File: config.mk
export PLATFORM = sky130hd
export DESIGN_NAME = pooled_linked_list_manager_top
export DESIGN_NICKNAME = d
export VERILOG_FILES = /design/src/hw/rtl/pllm_pkg.sv /design/src/hw/rtl/pooled_linked_list_manager_top.sv /design/src/hw/rtl/pllm_out_reg.sv
export SDC_FILE = /design/constraint.sdc
export NUM_CORES = 1
export LEC_CHECK = 0
export BUFFER_PORTS_ARGS = -buffer_cell sky130_fd_sc_hd__buf_2
export CORE_ASPECT_RATIO = 1.25
export CORE_MARGIN = 4
export CORE_UTILIZATION = 62
export DETAILED_ROUTE_END_ITERATION = 10
export GPL_ROUTABILITY_DRIVEN = 0
export GPL_TIMING_DRIVEN = 1
export PLACE_DENSITY = 0.8
export SYNTH_ARGS = -nofsm -noshare
export SYNTH_HDL_FRONTEND = slang
export SYNTH_SLANG_ARGS = --single-unit
File: constraint.sdc
create_clock -name clk -period 4.3 [get_ports clk]
set_input_delay 1.29 -clock clk [delete_from_list [all_inputs] [get_ports clk]]
set_output_delay 1.29 -clock clk [all_outputs]
set_load 0.01 [all_outputs]
File: src/hw/rtl/pllm_pkg.sv
// Shared types and codes for the pooled linked list manager.
// No dependencies; used by pllm_out_reg, pooled_linked_list_manager_top and the bench.
package pllm_pkg;

    // operation codes carried in s_tuser
    localparam logic [2:0] KIND_APPEND = 3'd0;
    localparam logic [2:0] KIND_INSERT = 3'd1;
    localparam logic [2:0] KIND_DELETE = 3'd2;
    localparam logic [2:0] KIND_CLEAR  = 3'd3;
    localparam logic [2:0] KIND_DUMP   = 3'd4;

    // status codes carried in m_tuser
    localparam logic [1:0] STAT_OK        = 2'd0;
    localparam logic [1:0] STAT_NOT_FOUND = 2'd1;
    localparam logic [1:0] STAT_FULL      = 2'd2;
    localparam logic [1:0] STAT_EMPTY     = 2'd3;

    typedef enum logic [3:0] {
        S_SWEEP,
        S_IDLE,
        S_ALLOC,
        S_APP_WALK,
        S_INS_WALK,
        S_INS_LINK,
        S_DEL_HEAD,
        S_DEL_WALK,
        S_CLR_WALK,
        S_DUMP_WALK,
        S_RESULT
    } pllm_state_t;

    typedef struct packed {
        logic [1:0]  status;
        logic [31:0] data;
        logic        last;
    } pllm_result_t;

endpackage

File: src/hw/rtl/pooled_linked_list_manager_top.sv
// Top level of the pooled linked list manager: sequencer, node pool memories, head.
// Depends on pllm_pkg and pllm_out_reg.
//
// One singly linked list of 32-bit values lives in a pool of POOL_NODES nodes. After reset
// the free map is swept once, one node per cycle, before the first transaction is taken.
// Each operation is then handled alone: the sequencer walks the list one node per cycle
// through the single read port of the node memory (a dump walk holds while the output
// stage is full), and a first-fit allocation scans the free map one node per cycle.
module pooled_linked_list_manager_top
#(
    parameter int POOL_NODES = 16
)
(
    input  logic        clk,
    input  logic        rst_n,
    input  logic        s_tvalid,
    output logic        s_tready,
    input  logic [63:0] s_tdata,   // [31:0] value, [63:32] key
    input  logic [2:0]  s_tuser,   // [2:0] kind
    output logic        m_tvalid,
    input  logic        m_tready,
    output logic [31:0] m_tdata,   // [31:0] data_out
    output logic [1:0]  m_tuser,   // [1:0] status
    output logic        m_tlast
);

    localparam int IW = $clog2(POOL_NODES + 1);
    localparam int NW = $clog2(POOL_NODES);
    localparam logic [IW-1:0] NO_NODE   = IW'(POOL_NODES);
    localparam logic [IW-1:0] LAST_NODE = IW'(POOL_NODES - 1);

    // node pool
    logic [31:0]   value_mem [POOL_NODES];
    logic [IW-1:0] link_mem  [POOL_NODES];
    logic          free_mem  [POOL_NODES];

    logic [31:0]   rd_value_reg;
    logic [IW-1:0] rd_link_reg;
    logic          rd_free_reg;

    logic          value_we;
    logic [NW-1:0] value_waddr;
    logic [31:0]   value_wdata;
    logic          link_we;
    logic [NW-1:0] link_waddr;
    logic [IW-1:0] link_wdata;
    logic          free_we;
    logic [NW-1:0] free_waddr;
    logic          free_wdata;

    pllm_pkg::pllm_state_t state_reg, state_next;
    logic [IW-1:0] head_reg, head_next;
    logic [IW-1:0] cur_reg, cur_next;
    logic [IW-1:0] prev_reg, prev_next;
    logic [IW-1:0] new_reg, new_next;
    logic [IW-1:0] steps_reg, steps_next;
    logic [1:0]    status_reg, status_next;
    logic [2:0]    kind_reg, kind_next;
    logic [31:0]   value_reg, value_next;
    logic [31:0]   key_reg, key_next;

    logic          push_valid;
    logic          push_ready;
    pllm_pkg::pllm_result_t push_result;
    pllm_pkg::pllm_result_t out_result;

    logic [IW-1:0] rd_next;
    logic          head_none;
    logic          accept;

    assign rd_next   = (rd_link_reg >= NO_NODE) ? NO_NODE : rd_link_reg;
    assign head_none = (head_reg >= NO_NODE);
    assign s_tready  = (state_reg == pllm_pkg::S_IDLE);
    assign accept    = s_tvalid && s_tready;

    // memories: one write and one registered read per array; read address is cur_next (new_next for the free map)
    always_ff @(posedge clk)
    begin
        if (value_we)
        begin
            value_mem[value_waddr] <= value_wdata;
        end
        if (link_we)
        begin
            link_mem[link_waddr] <= link_wdata;
        end
        if (free_we)
        begin
            free_mem[free_waddr] <= free_wdata;
        end
        rd_value_reg <= value_mem[cur_next[NW-1:0]];
        rd_link_reg  <= link_mem[cur_next[NW-1:0]];
        rd_free_reg  <= free_mem[new_next[NW-1:0]];
    end

    always_ff @(posedge clk or negedge rst_n)
    begin
        if (!rst_n)
        begin
            state_reg <= pllm_pkg::S_SWEEP;
            head_reg  <= NO_NODE;
            new_reg   <= '0;
        end
        else
        begin
            state_reg <= state_next;
            head_reg  <= head_next;
            new_reg   <= new_next;
        end
    end

    always_ff @(posedge clk)
    begin
        cur_reg    <= cur_next;
        prev_reg   <= prev_next;
        steps_reg  <= steps_next;
        status_reg <= status_next;
        kind_reg   <= kind_next;
        value_reg  <= value_next;
        key_reg    <= key_next;
    end

    always_comb
    begin
        state_next  = state_reg;
        head_next   = head_reg;
        cur_next    = cur_reg;
        prev_next   = prev_reg;
        new_next    = new_reg;
        steps_next  = steps_reg;
        status_next = status_reg;
        kind_next   = kind_reg;
        value_next  = value_reg;
        key_next    = key_reg;

        value_we    = 1'b0;
        value_waddr = new_reg[NW-1:0];
        value_wdata = value_reg;
        link_we     = 1'b0;
        link_waddr  = new_reg[NW-1:0];
        link_wdata  = NO_NODE;
        free_we     = 1'b0;
        free_waddr  = new_reg[NW-1:0];
        free_wdata  = 1'b0;

        push_valid         = 1'b0;
        push_result.status = status_reg;
        push_result.data   = '0;
        push_result.last   = 1'b1;

        case (state_reg)
            pllm_pkg::S_SWEEP:
            begin
                free_we    = 1'b1;
                free_wdata = 1'b1;
                if (new_reg == LAST_NODE)
                begin
                    new_next   = '0;
                    state_next = pllm_pkg::S_IDLE;
                end
                else
                begin
                    new_next = new_reg + IW'(1);
                end
            end

            pllm_pkg::S_IDLE:
            begin
                if (accept)
                begin
                    kind_next  = s_tuser;
                    value_next = s_tdata[31:0];
                    key_next   = s_tdata[63:32];
                    cur_next   = head_reg;
                    steps_next = '0;
                    case (s_tuser)
                        pllm_pkg::KIND_APPEND:
                        begin
                            new_next   = '0;
                            state_next = pllm_pkg::S_ALLOC;
                        end
                        pllm_pkg::KIND_INSERT,
                        pllm_pkg::KIND_DELETE:
                        begin
                            if (head_none)
                            begin
                                status_next = pllm_pkg::STAT_NOT_FOUND;
                                state_next  = pllm_pkg::S_RESULT;
                            end
                            else if (s_tuser == pllm_pkg::KIND_INSERT)
                            begin
                                state_next = pllm_pkg::S_INS_WALK;
                            end
                            else
                            begin
                                state_next = pllm_pkg::S_DEL_HEAD;
                            end
                        end
                        pllm_pkg::KIND_CLEAR:
                        begin
                            if (head_none)
                            begin
                                head_next   = NO_NODE;
                                status_next = pllm_pkg::STAT_OK;
                                state_next  = pllm_pkg::S_RESULT;
                            end
                            else
                            begin
                                state_next = pllm_pkg::S_CLR_WALK;
                            end
                        end
                        pllm_pkg::KIND_DUMP:
                        begin
                            if (head_none)
                            begin
                                status_next = pllm_pkg::STAT_EMPTY;
                                state_next  = pllm_pkg::S_RESULT;
                            end
                            else
                            begin
                                state_next = pllm_pkg::S_DUMP_WALK;
                            end
                        end
                        default:
                        begin
                            // unused kind: drop the transaction
                            state_next = pllm_pkg::S_IDLE;
                        end
                    endcase
                end
            end

            pllm_pkg::S_ALLOC:
            begin
                // rd_free_reg holds the free flag of node new_reg
                if (rd_free_reg)
                begin
                    free_we     = 1'b1;
                    free_wdata  = 1'b0;
                    value_we    = 1'b1;
                    link_we     = 1'b1;
                    if (kind_reg == pllm_pkg::KIND_APPEND)
                    begin
                        link_wdata = NO_NODE;
                        if (head_none)
                        begin
                            head_next   = new_reg;
                            status_next = pllm_pkg::STAT_OK;
                            state_next  = pllm_pkg::S_RESULT;
                        end
                        else
                        begin
                            cur_next   = head_reg;
                            steps_next = '0;
                            state_next = pllm_pkg::S_APP_WALK;
                        end
                    end
                    else
                    begin
                        link_wdata = prev_reg;
                        state_next = pllm_pkg::S_INS_LINK;
                    end
                end
                else if (new_reg == LAST_NODE)
                begin
                    status_next = pllm_pkg::STAT_FULL;
                    state_next  = pllm_pkg::S_RESULT;
                end
                else
                begin
                    new_next = new_reg + IW'(1);
                end
            end

            pllm_pkg::S_APP_WALK:
            begin
                if (rd_next == NO_NODE || steps_reg == NO_NODE)
                begin
                    link_we     = 1'b1;
                    link_waddr  = cur_reg[NW-1:0];
                    link_wdata  = new_reg;
                    status_next = pllm_pkg::STAT_OK;
                    state_next  = pllm_pkg::S_RESULT;
                end
                else
                begin
                    cur_next   = rd_next;
                    steps_next = steps_reg + IW'(1);
                end
            end

            pllm_pkg::S_INS_WALK:
            begin
                if (rd_value_reg == key_reg)
                begin
                    // remember the successor, then take a node
                    prev_next  = rd_next;
                    new_next   = '0;
                    state_next = pllm_pkg::S_ALLOC;
                end
                else if (rd_next == NO_NODE || steps_reg == LAST_NODE)
                begin
                    status_next = pllm_pkg::STAT_NOT_FOUND;
                    state_next  = pllm_pkg::S_RESULT;
                end
                else
                begin
                    cur_next   = rd_next;
                    steps_next = steps_reg + IW'(1);
                end
            end

            pllm_pkg::S_INS_LINK:
            begin
                link_we     = 1'b1;
                link_waddr  = cur_reg[NW-1:0];
                link_wdata  = new_reg;
                status_next = pllm_pkg::STAT_OK;
                state_next  = pllm_pkg::S_RESULT;
            end

            pllm_pkg::S_DEL_HEAD:
            begin
                if (rd_value_reg == value_reg)
                begin
                    head_next   = rd_next;
                    free_we     = 1'b1;
                    free_waddr  = cur_reg[NW-1:0];
                    free_wdata  = 1'b1;
                    status_next = pllm_pkg::STAT_OK;
                    state_next  = pllm_pkg::S_RESULT;
                end
                else if (rd_next == NO_NODE)
                begin
                    status_next = pllm_pkg::STAT_NOT_FOUND;
                    state_next  = pllm_pkg::S_RESULT;
                end
                else
                begin
                    prev_next  = cur_reg;
                    cur_next   = rd_next;
                    steps_next = '0;
                    state_next = pllm_pkg::S_DEL_WALK;
                end
            end

            pllm_pkg::S_DEL_WALK:
            begin
                if (rd_value_reg == value_reg)
                begin
                    // unlink cur from prev and free it
                    link_we     = 1'b1;
                    link_waddr  = prev_reg[NW-1:0];
                    link_wdata  = rd_next;
                    free_we     = 1'b1;
                    free_waddr  = cur_reg[NW-1:0];
                    free_wdata  = 1'b1;
                    status_next = pllm_pkg::STAT_OK;
                    state_next  = pllm_pkg::S_RESULT;
                end
                else if (rd_next == NO_NODE || steps_reg == LAST_NODE)
                begin
                    status_next = pllm_pkg::STAT_NOT_FOUND;
                    state_next  = pllm_pkg::S_RESULT;
                end
                else
                begin
                    prev_next  = cur_reg;
                    cur_next   = rd_next;
                    steps_next = steps_reg + IW'(1);
                end
            end

            pllm_pkg::S_CLR_WALK:
            begin
                free_we    = 1'b1;
                free_waddr = cur_reg[NW-1:0];
                free_wdata = 1'b1;
                if (rd_next == NO_NODE || steps_reg == LAST_NODE)
                begin
                    head_next   = NO_NODE;
                    status_next = pllm_pkg::STAT_OK;
                    state_next  = pllm_pkg::S_RESULT;
                end
                else
                begin
                    cur_next   = rd_next;
                    steps_next = steps_reg + IW'(1);
                end
            end

            pllm_pkg::S_DUMP_WALK:
            begin
                push_valid         = 1'b1;
                push_result.status = pllm_pkg::STAT_OK;
                push_result.data   = rd_value_reg;
                push_result.last   = (rd_next == NO_NODE) || (steps_reg == LAST_NODE);
                // hold cur while the output stage is full
                if (push_ready)
                begin
                    if (push_result.last)
                    begin
                        state_next = pllm_pkg::S_IDLE;
                    end
                    else
                    begin
                        cur_next   = rd_next;
                        steps_next = steps_reg + IW'(1);
                    end
                end
            end

            pllm_pkg::S_RESULT:
            begin
                push_valid = 1'b1;
                if (push_ready)
                begin
                    state_next = pllm_pkg::S_IDLE;
                end
            end

            default:
            begin
                state_next = pllm_pkg::S_IDLE;
            end
        endcase
    end

    pllm_out_reg u_out_reg
    (
        .clk         (clk),
        .rst_n       (rst_n),
        .push_valid  (push_valid),
        .push_result (push_result),
        .push_ready  (push_ready),
        .m_tvalid    (m_tvalid),
        .m_tready    (m_tready),
        .out_result  (out_result)
    );

    assign m_tdata = out_result.data;
    assign m_tuser = out_result.status;
    assign m_tlast = out_result.last;

endmodule

File: src/hw/rtl/pllm_out_reg.sv
// Output register stage for result transactions.
// Depends on pllm_pkg for the result record.
module pllm_out_reg
(
    input  logic                  clk,
    input  logic                  rst_n,
    input  logic                  push_valid,
    input  pllm_pkg::pllm_result_t push_result,
    output logic                  push_ready,
    output logic                  m_tvalid,
    input  logic                  m_tready,
    output pllm_pkg::pllm_result_t out_result
);

    logic                   valid_reg;
    pllm_pkg::pllm_result_t result_reg;

    // take a new result when empty or when the held one leaves this cycle
    assign push_ready = !valid_reg || m_tready;
    assign m_tvalid   = valid_reg;
    assign out_result = result_reg;

    always_ff @(posedge clk or negedge rst_n)
    begin
        if (!rst_n)
        begin
            valid_reg <= 1'b0;
        end
        else if (push_ready)
        begin
            valid_reg <= push_valid;
        end
    end

    always_ff @(posedge clk)
    begin
        if (push_valid && push_ready)
        begin
            result_reg <= push_result;
        end
    end

endmodule

Word-level counts from Yosys, hierarchy flattened
Memory sizes are Yosys's and may differ from the RTL's. A register that Yosys moved wholly into a read port is not among the register bits.
Cells that the tools add are included.
{ "word_totals": {"reg_bits": 134, "ramBits": 608, "output_inout_bits": 37, "mem_count": 3} }
{ "classes": {"add_sub_neg": 2, "magnitude_cmp": 2, "n_eq_ne": 50, "n_mux": 108, "reduce_logical": 25} }
{ "mem_list": {"columns": ["name", "words", "width", "rd", "rd_ports_with_merged_regs", "wr", "line", "source"], "rows": [
  ["value_mem", 16, 32, 1, 1, 1, "pooled_linked_list_manager_top.sv:33", "logic [31:0] value_mem [POOL_NODES];"],
  ["link_mem", 16, 5, 1, 1, 1, "pooled_linked_list_manager_top.sv:34", "logic [IW-1:0] link_mem [POOL_NODES];"],
  ["free_mem", 16, 1, 1, 1, 1, "pooled_linked_list_manager_top.sv:35", "logic free_mem [POOL_NODES];"]
]} }
{ "ops": {"columns": ["operator", "n"], "rows": [
  ["2-to-1 mux 5 bit", 46],
  ["one-hot mux 5 bit (8 select lines)", 2],
  ["2-to-1 mux 4 bit", 19],
  ["equality test 32 bit", 2],
  ["one-hot mux 5 bit (4 select lines)", 3],
  ["one-hot mux 4 bit (11 select lines)", 1],
  ["inequality test 2 bit, second input constant", 18],
  ["2-to-1 mux 2 bit", 17],
  ["AND reduction 11 bit", 2],
  ["equality test 4 x 3 -> 1 bit, second input constant", 4],
  ["one-hot mux 2 bit (8 select lines)", 1],
  ["one-hot mux 4 bit (4 select lines)", 1],
  ["nonzero test 8 bit", 2],
  ["inequality test 3 bit, second input constant", 5],
  ["one-hot mux 5 bit (3 select lines)", 1],
  ["equality test 4 bit, second input constant", 3],
  ["inequality test 2 x 1 -> 1 bit, second input constant", 6],
  ["one-hot mux 4 bit (3 select lines)", 1],
  ["AND reduction 6 bit", 2],
  ["2-to-1 mux 1 bit", 11],
  ["adder 5 x 1 -> 5 bit, second input constant", 2],
  ["equality test 5 x 4 -> 1 bit, second input constant", 2],
  ["equality test 5 bit, second input constant", 2],
  ["greater-or-equal comparator 5 bit, second input constant", 2],
  ["other kinds (22)", 32]
]} }

Logic depth before layout (Yosys ltp)
{ "logic_depth": {"depth_word": 8, "ltp_mapped": 17, "ltp_nobuf": 13} }

Hierarchy
Synthesis repeated with hierarchy kept, for this count alone.
{ "hier_totals": {"hier_cells": 2008, "area_unflattened_um2": 31894.3} }
{ "by_module_without_submodules": {"columns": ["mod", "n_inst", "cells_each", "area_per_inst_um2", "seq_area_each_um2"], "rows": [
  ["pooled_linked_list_manager_top", 1, 1969, 30789.5, 21852.2],
  ["pllm_out_reg", 1, 39, 1104.8, 1076.0]
]} }

Least setup slack after synthesis
No wires, ideal clock.
{ "synth_path": {"path_kind": "input -> register", "from": "input s_tvalid", "to": "register rd_link_reg[0] (read register of link_mem)", "setup_time_ns": 0.064, "arrival_ns": 4.380, "t_required_ns": 4.236, "setup_slack_ns": -0.144, "stages": 10, "cell_sequence": "and3_1 a21o_1 nand2_1 nand3_1 nor3_1 a32o_2 nor2_2 clkbuf_1 o211ai_1 nand4_1"} }
{ "synth_between": {"elab_chain_cells": 3} }
{ "synth_rtl": {"columns": ["item", "line", "source"], "rows": [
  ["start, declared", "pooled_linked_list_manager_top.sv:16", "input logic s_tvalid,"],
  ["logical AND 1 bit", "pooled_linked_list_manager_top.sv:74", "assign accept = s_tvalid && s_tready;"],
  ["2-to-1 mux 5 bit", "pooled_linked_list_manager_top.sv:169", "if (accept)"],
  ["one-hot mux 5 bit (8 select lines)", "pooled_linked_list_manager_top.sv:151", "case (state_reg)"],
  ["end, declared", "pooled_linked_list_manager_top.sv:38", "logic [IW-1:0] rd_link_reg;"]
]} }
Every way passes these cells. The select of a mux whose other input is x is not followed.
A chain may end at the register's enable or synchronous reset.

Final worst setup path
{ "layout_path": {"from": "register value_reg[1]", "to": "register rd_value_reg[19] (read register of value_mem)"} }
{ "layout_between": {"elab_chain_cells": 3, "elab_cells_between_ends": 4} }
{ "layout_rtl": {"columns": ["item", "line", "source"], "rows": [
  ["start, declared", "pooled_linked_list_manager_top.sv:59", "logic [31:0] value_reg, value_next;"],
  ["start signal, assigned", "pooled_linked_list_manager_top.sv:119", "value_reg <= value_next;"],
  ["equality test 32 bit (*)", "pooled_linked_list_manager_top.sv:324, pooled_linked_list_manager_top.sv:349", null],
  ["2-to-1 mux 5 bit, on equally long branches", "pooled_linked_list_manager_top.sv:349, pooled_linked_list_manager_top.sv:324", null],
  ["one-hot mux 5 bit (8 select lines) (*)", "pooled_linked_list_manager_top.sv:151", null],
  ["end, declared", "pooled_linked_list_manager_top.sv:37", "logic [31:0] rd_value_reg;"]
]} }
Mark *: on every way between the ends. The rest lies on a longest branch, timed or not. The select of a mux whose other input is x is not followed.

==> results.txt <==
----------------------------------------------------
[Yosys]
  Fraction of synthesis flops using an asynchronous set or reset pin ... 1.92%
  Number of nets produced by synthesis ... 2368
  Primary flip-flop cell chosen by synthesis mapping ... sky130_fd_sc_hd__edfxtp_1
  Mapped cell area ... approximately 33000 sq um
  Cells after synthesis ... 2289
  Number of synthesized flops with an enable pin ... roughly 720
  Flops & latches, synth ... 780
  Sequential-to-total area share from yosys stat ... 70.4%
  Count of unique library cells instantiated by Yosys ... 78
  Number of warnings reported in the yosys synthesis log ... 0
  Per-instance average area after synthesis ... 14.2 sq um

[Clock tree]
  Number of buffers inserted to repair setup after CTS ... 0
  Number of clock buffers inserted by TritonCTS ... 74
  Hold-fix buffer count after cts ... 0
  H-tree depth reported by CTS ... 3
  Clock input transition at the sequential cells of the worst setup and hold paths ... around 0.060 ns
  Cell chosen for the clock root ... sky130_fd_sc_hd__clkbuf_16
  CTS sink count ... 780
  Clock buffer depth ... 3
  TritonCTS clock tree ... done
  Clock latency on the worst-skew pair ... 0.63 ns
  Number of gates resized after cts ... 0

[Floorplanning]
  Starting density of the core ... 62.9%
  Chip Height ... approximately 260 um
  Std cell rows ... 93
  Count of pins on the block boundary ... 108
  Die Footprint ... 56300 sq um
  Floorplan Core Area ... 51800 sq um
  Width of the die ... 213 um

[Job]
  Max capacitance violation total ... 0

[GRT]
  Antenna violations before repair ... 1
  Maximum number of pins on one net before global-route repair ... 149
  Via count of the first global-routing pass ... 20.8k
  Global-route wire length before repair ... between 100000 and 150000 um
  GRT Residual Overflow ... 0
  Total global routing track utilization ... 29.2%

[Detailed routing]
  Number of detailed-routing iterations run before antenna repair ... 9
  Detailed-route wire length on metal 1 ... 28900 um
  Wire length per cell ... 26.7 um
  Met2 layer wire length in the routed design ... 41700 um
  Uppermost layer routed ... met4
  Detail-routed via count per cell ... 6.75
  Drt drc ... 0
  Total Wirelength ... around 84000 um
  Overall via count from detail_route ... 21.1k
  DR iter-0 viols ... 2923
  Remaining number of nets flagged by the antenna check after routing ... 0
  Met3 wire len ... between 8000 and 9000 um

[Timing]
  Final setup violation count ... 0
  Transition at the pin with the smallest max-transition slack ... 1.03 ns
  Clock skew ... between 0.03 and 0.04 ns
  Headroom to the max-slew limit ... a little under a third
  Shortest clock period the worst path allows after layout ... 4.10 ns
  Share of the clock period used by the worst path ... a little over nine tenths
  Worst hold margin ... 0.493 ns
  Final WS setup ... 0.201 ns
  Fmax achieved ... 244 MHz
  Final Max Slew Viols ... 0
  Final hold vios ... 0
  Setup Total Neg Slack ... 0 ns
  RSZ-0062 raised after global routing ... false

[Finish]
  Layout area overhead ... 12.5%
  Number of flip-flops under the largest register name ... 512
  Sequential cell area ... around 23000 sq um
  Final cell utilization of the core ... 70.8%
  Fraction of final layout cells sized beyond drive strength 1 ... 21.3%
  Total area of multi-input combinational cells ... 8930 sq um
  Register name with the most flops ... value_mem
  Filler cell count ... around 3.1k
  Final net count ... between 2k and 2.5k

[Placement]
  Worst slack, placed ... 0.344 ns
  DP Wirelength ... a little under 50000 um
  Number of port buffers ... roughly 110

[Power]
  Leakage ... 12.4 nW
  Combinational cell fraction of total power ... around 45%
  Worst-case vdd ir drop ... 1.07 mV
  Internal Dissipation ... 0.0180 W
  Pwr/cell area ... 831 nW/um^2
  Switching power total ... 0.0125 W
  Proportion of power drawn by flip-flops and latches ... 33.6%
  Sw Share ... between 40% and 50%
  Part of the power in the clock network ... 21.6%

[Run status]
  Run status ... finished clean

[Setup path]
  Slowest stage cell on the critical path ... sky130_fd_sc_hd__edfxtp_1
  Category of cells accounting for the largest share of critical-path delay ... compound AO/OA/AOI/OAI gates
  Arrival time at the worst endpoint ... 4.57 ns
  Worst endpoint required time ... 4.77 ns
  Buffer and inverter count on the worst path ... 1
  Worst-path fanout max ... 56
  Maximum single-stage delay on the critical path ... 0.59 ns
  Worst Setup Start Kind ... register
  Critical setup path kind ... register to register
  Worst Setup End Kind ... register
  Series of cell instances along the critical path ... xor2_1 -> nor4_2 -> nand4_2 -> o21ai_0 -> a21oi_1 -> o2111ai_1 -> a22o_4 -> buf_4 -> nand3_1 -> o211ai_1 -> nand4_1

[Worst hold path]
  Path type of the worst min-delay path ... register to register

----------------------------------------------------
-- worst paths after layout --
| check | from | to | slack, ns | cells past startpoint |
|---|---|---|---|---|
| hold reg to reg | head_reg[3]$_DFFE_PN0P_ | head_reg[3]$_DFFE_PN0P_ | 0.49 | 1 |
| hold / removal | head_reg[3]$_DFFE_PN0P_ | head_reg[3]$_DFFE_PN0P_ | 0.49 | 1 |
| setup reg to reg | value_reg[1]$_DFFE_PP_ | rd_value_reg[19]$_DFF_P_ | 0.20 | 11 |
| max in group asynchronous | rst_n | head_reg[4]$_DFFE_PN1P_ | 3.40 | 1 |
| min in group asynchronous | rst_n | u_out_reg.m_tvalid$_DFFE_PN0N_ | 0.57 | 1 |
| setup / recovery | value_reg[1]$_DFFE_PP_ | rd_value_reg[19]$_DFF_P_ | 0.20 | 11 |
-- power groups by stage --
stage | logic [W] | clock network, W | registers [W]
global placement | 0.0129 | 0 | 0.0103
finish | 0.0136 | 0.00658 | 0.0102
global route | 0.0146 | 0.00697 | 0.0103
detailed placement | 0.0133 | 0 | 0.0104
floorplan | 0.00996 | 0 | 0.0100
CTS | 0.0135 | 0.00663 | 0.0102
-- synthesized netlist by cell type (all sizes together), types with 14 or more instances --
cell type / count / area share (%)
nand3: 314 / 4.8
clkbuf: 95 / 1.1
a21oi: 29 / 0.46
edfxtp: 723 / 67
and3: 38 / 0.74
o211ai: 153 / 3.5
buf: 68 / 1.5
dfxtp: 42 / 2.6
nand2: 69 / 0.81
o21ai: 185 / 2.9
dfrtp: 14 / 1.1
inv: 21 / 0.24
mux2i: 22 / 0.68
nor2b: 17 / 0.33
nor4: 19 / 0.52
nand4: 43 / 0.86
mux2: 152 / 5.3
nor3: 16 / 0.26
nor2: 93 / 1.2
xor2: 67 / 1.8
nand2b: 17 / 0.33
-- per-stage QoR --
step | instances | power [W] | cell area, sq um
floorplan | 2289 | 0.0200 | 32600
global placement | 2992 | 0.0233 | 34200
detailed placement | 2992 | 0.0237 | 34200
CTS | 3130 | 0.0303 | 36700
global route | 3131 | 0.0319 | 36700
finish | 3131 | 0.0305 | 36700
-- cell families (layout without fill, tap and decap cells) --
| kind of cell | count (synthesis) | after routing | synth area share (%) |
|---|---|---|---|
| xor gates and xnor gates | 68 | 68 | 1.83 |
| and+or+nand+nor | 651 | 651 | 10.4 |
| AOI/OAI and AO/OA | 424 | 424 | 8.37 |
| other | 0 | 1 | 0 |
| buffers and inverters | 184 | 360 | 2.79 |
| adders and majority gates | 8 | 8 | 0.307 |
| muxes | 174 | 174 | 5.93 |
| DFF | 780 | 780 | 70.4 |
-- metal layers --
layer  vias up  track usage (%)
li1       9114                -
met1     10300             37.4
met2      1476             48.6
met3       276             4.74
met4         0             14.8
met5         -                0
-- placed cells by master, fill, tap and decap left out, drive strengths merged, types with 8 or more instances in the layout --
master and instances:
xor2 67, inv 23, bufinv 8, o211ai 153
a21oi 29, and3 38, nand2b 17, buf 201
nor2 93, o21ai 185, nand2 69, mux2i 22
dfxtp 42, nand3 314, nor4 19, dfrtp 14
nor2b 17, nand4 43, clkbuf 94, ha 8
edfxtp 723, clkinv 34, nor3 16, mux2 152
-- layout make-up --
class,count,share of cell area (%)
Sequential cell,780,62.6
Multi-Input combinational cell,1325,24.4
Clock buffer,94,5.37
Timing Repair Buffer,201,3.86
Tap cell,665,2.27
Clock inverter,44,1.37
Inverter,21,0.215
Antenna cell,1,0.00683
Note: power is estimated with default switching activity, not from simulation.
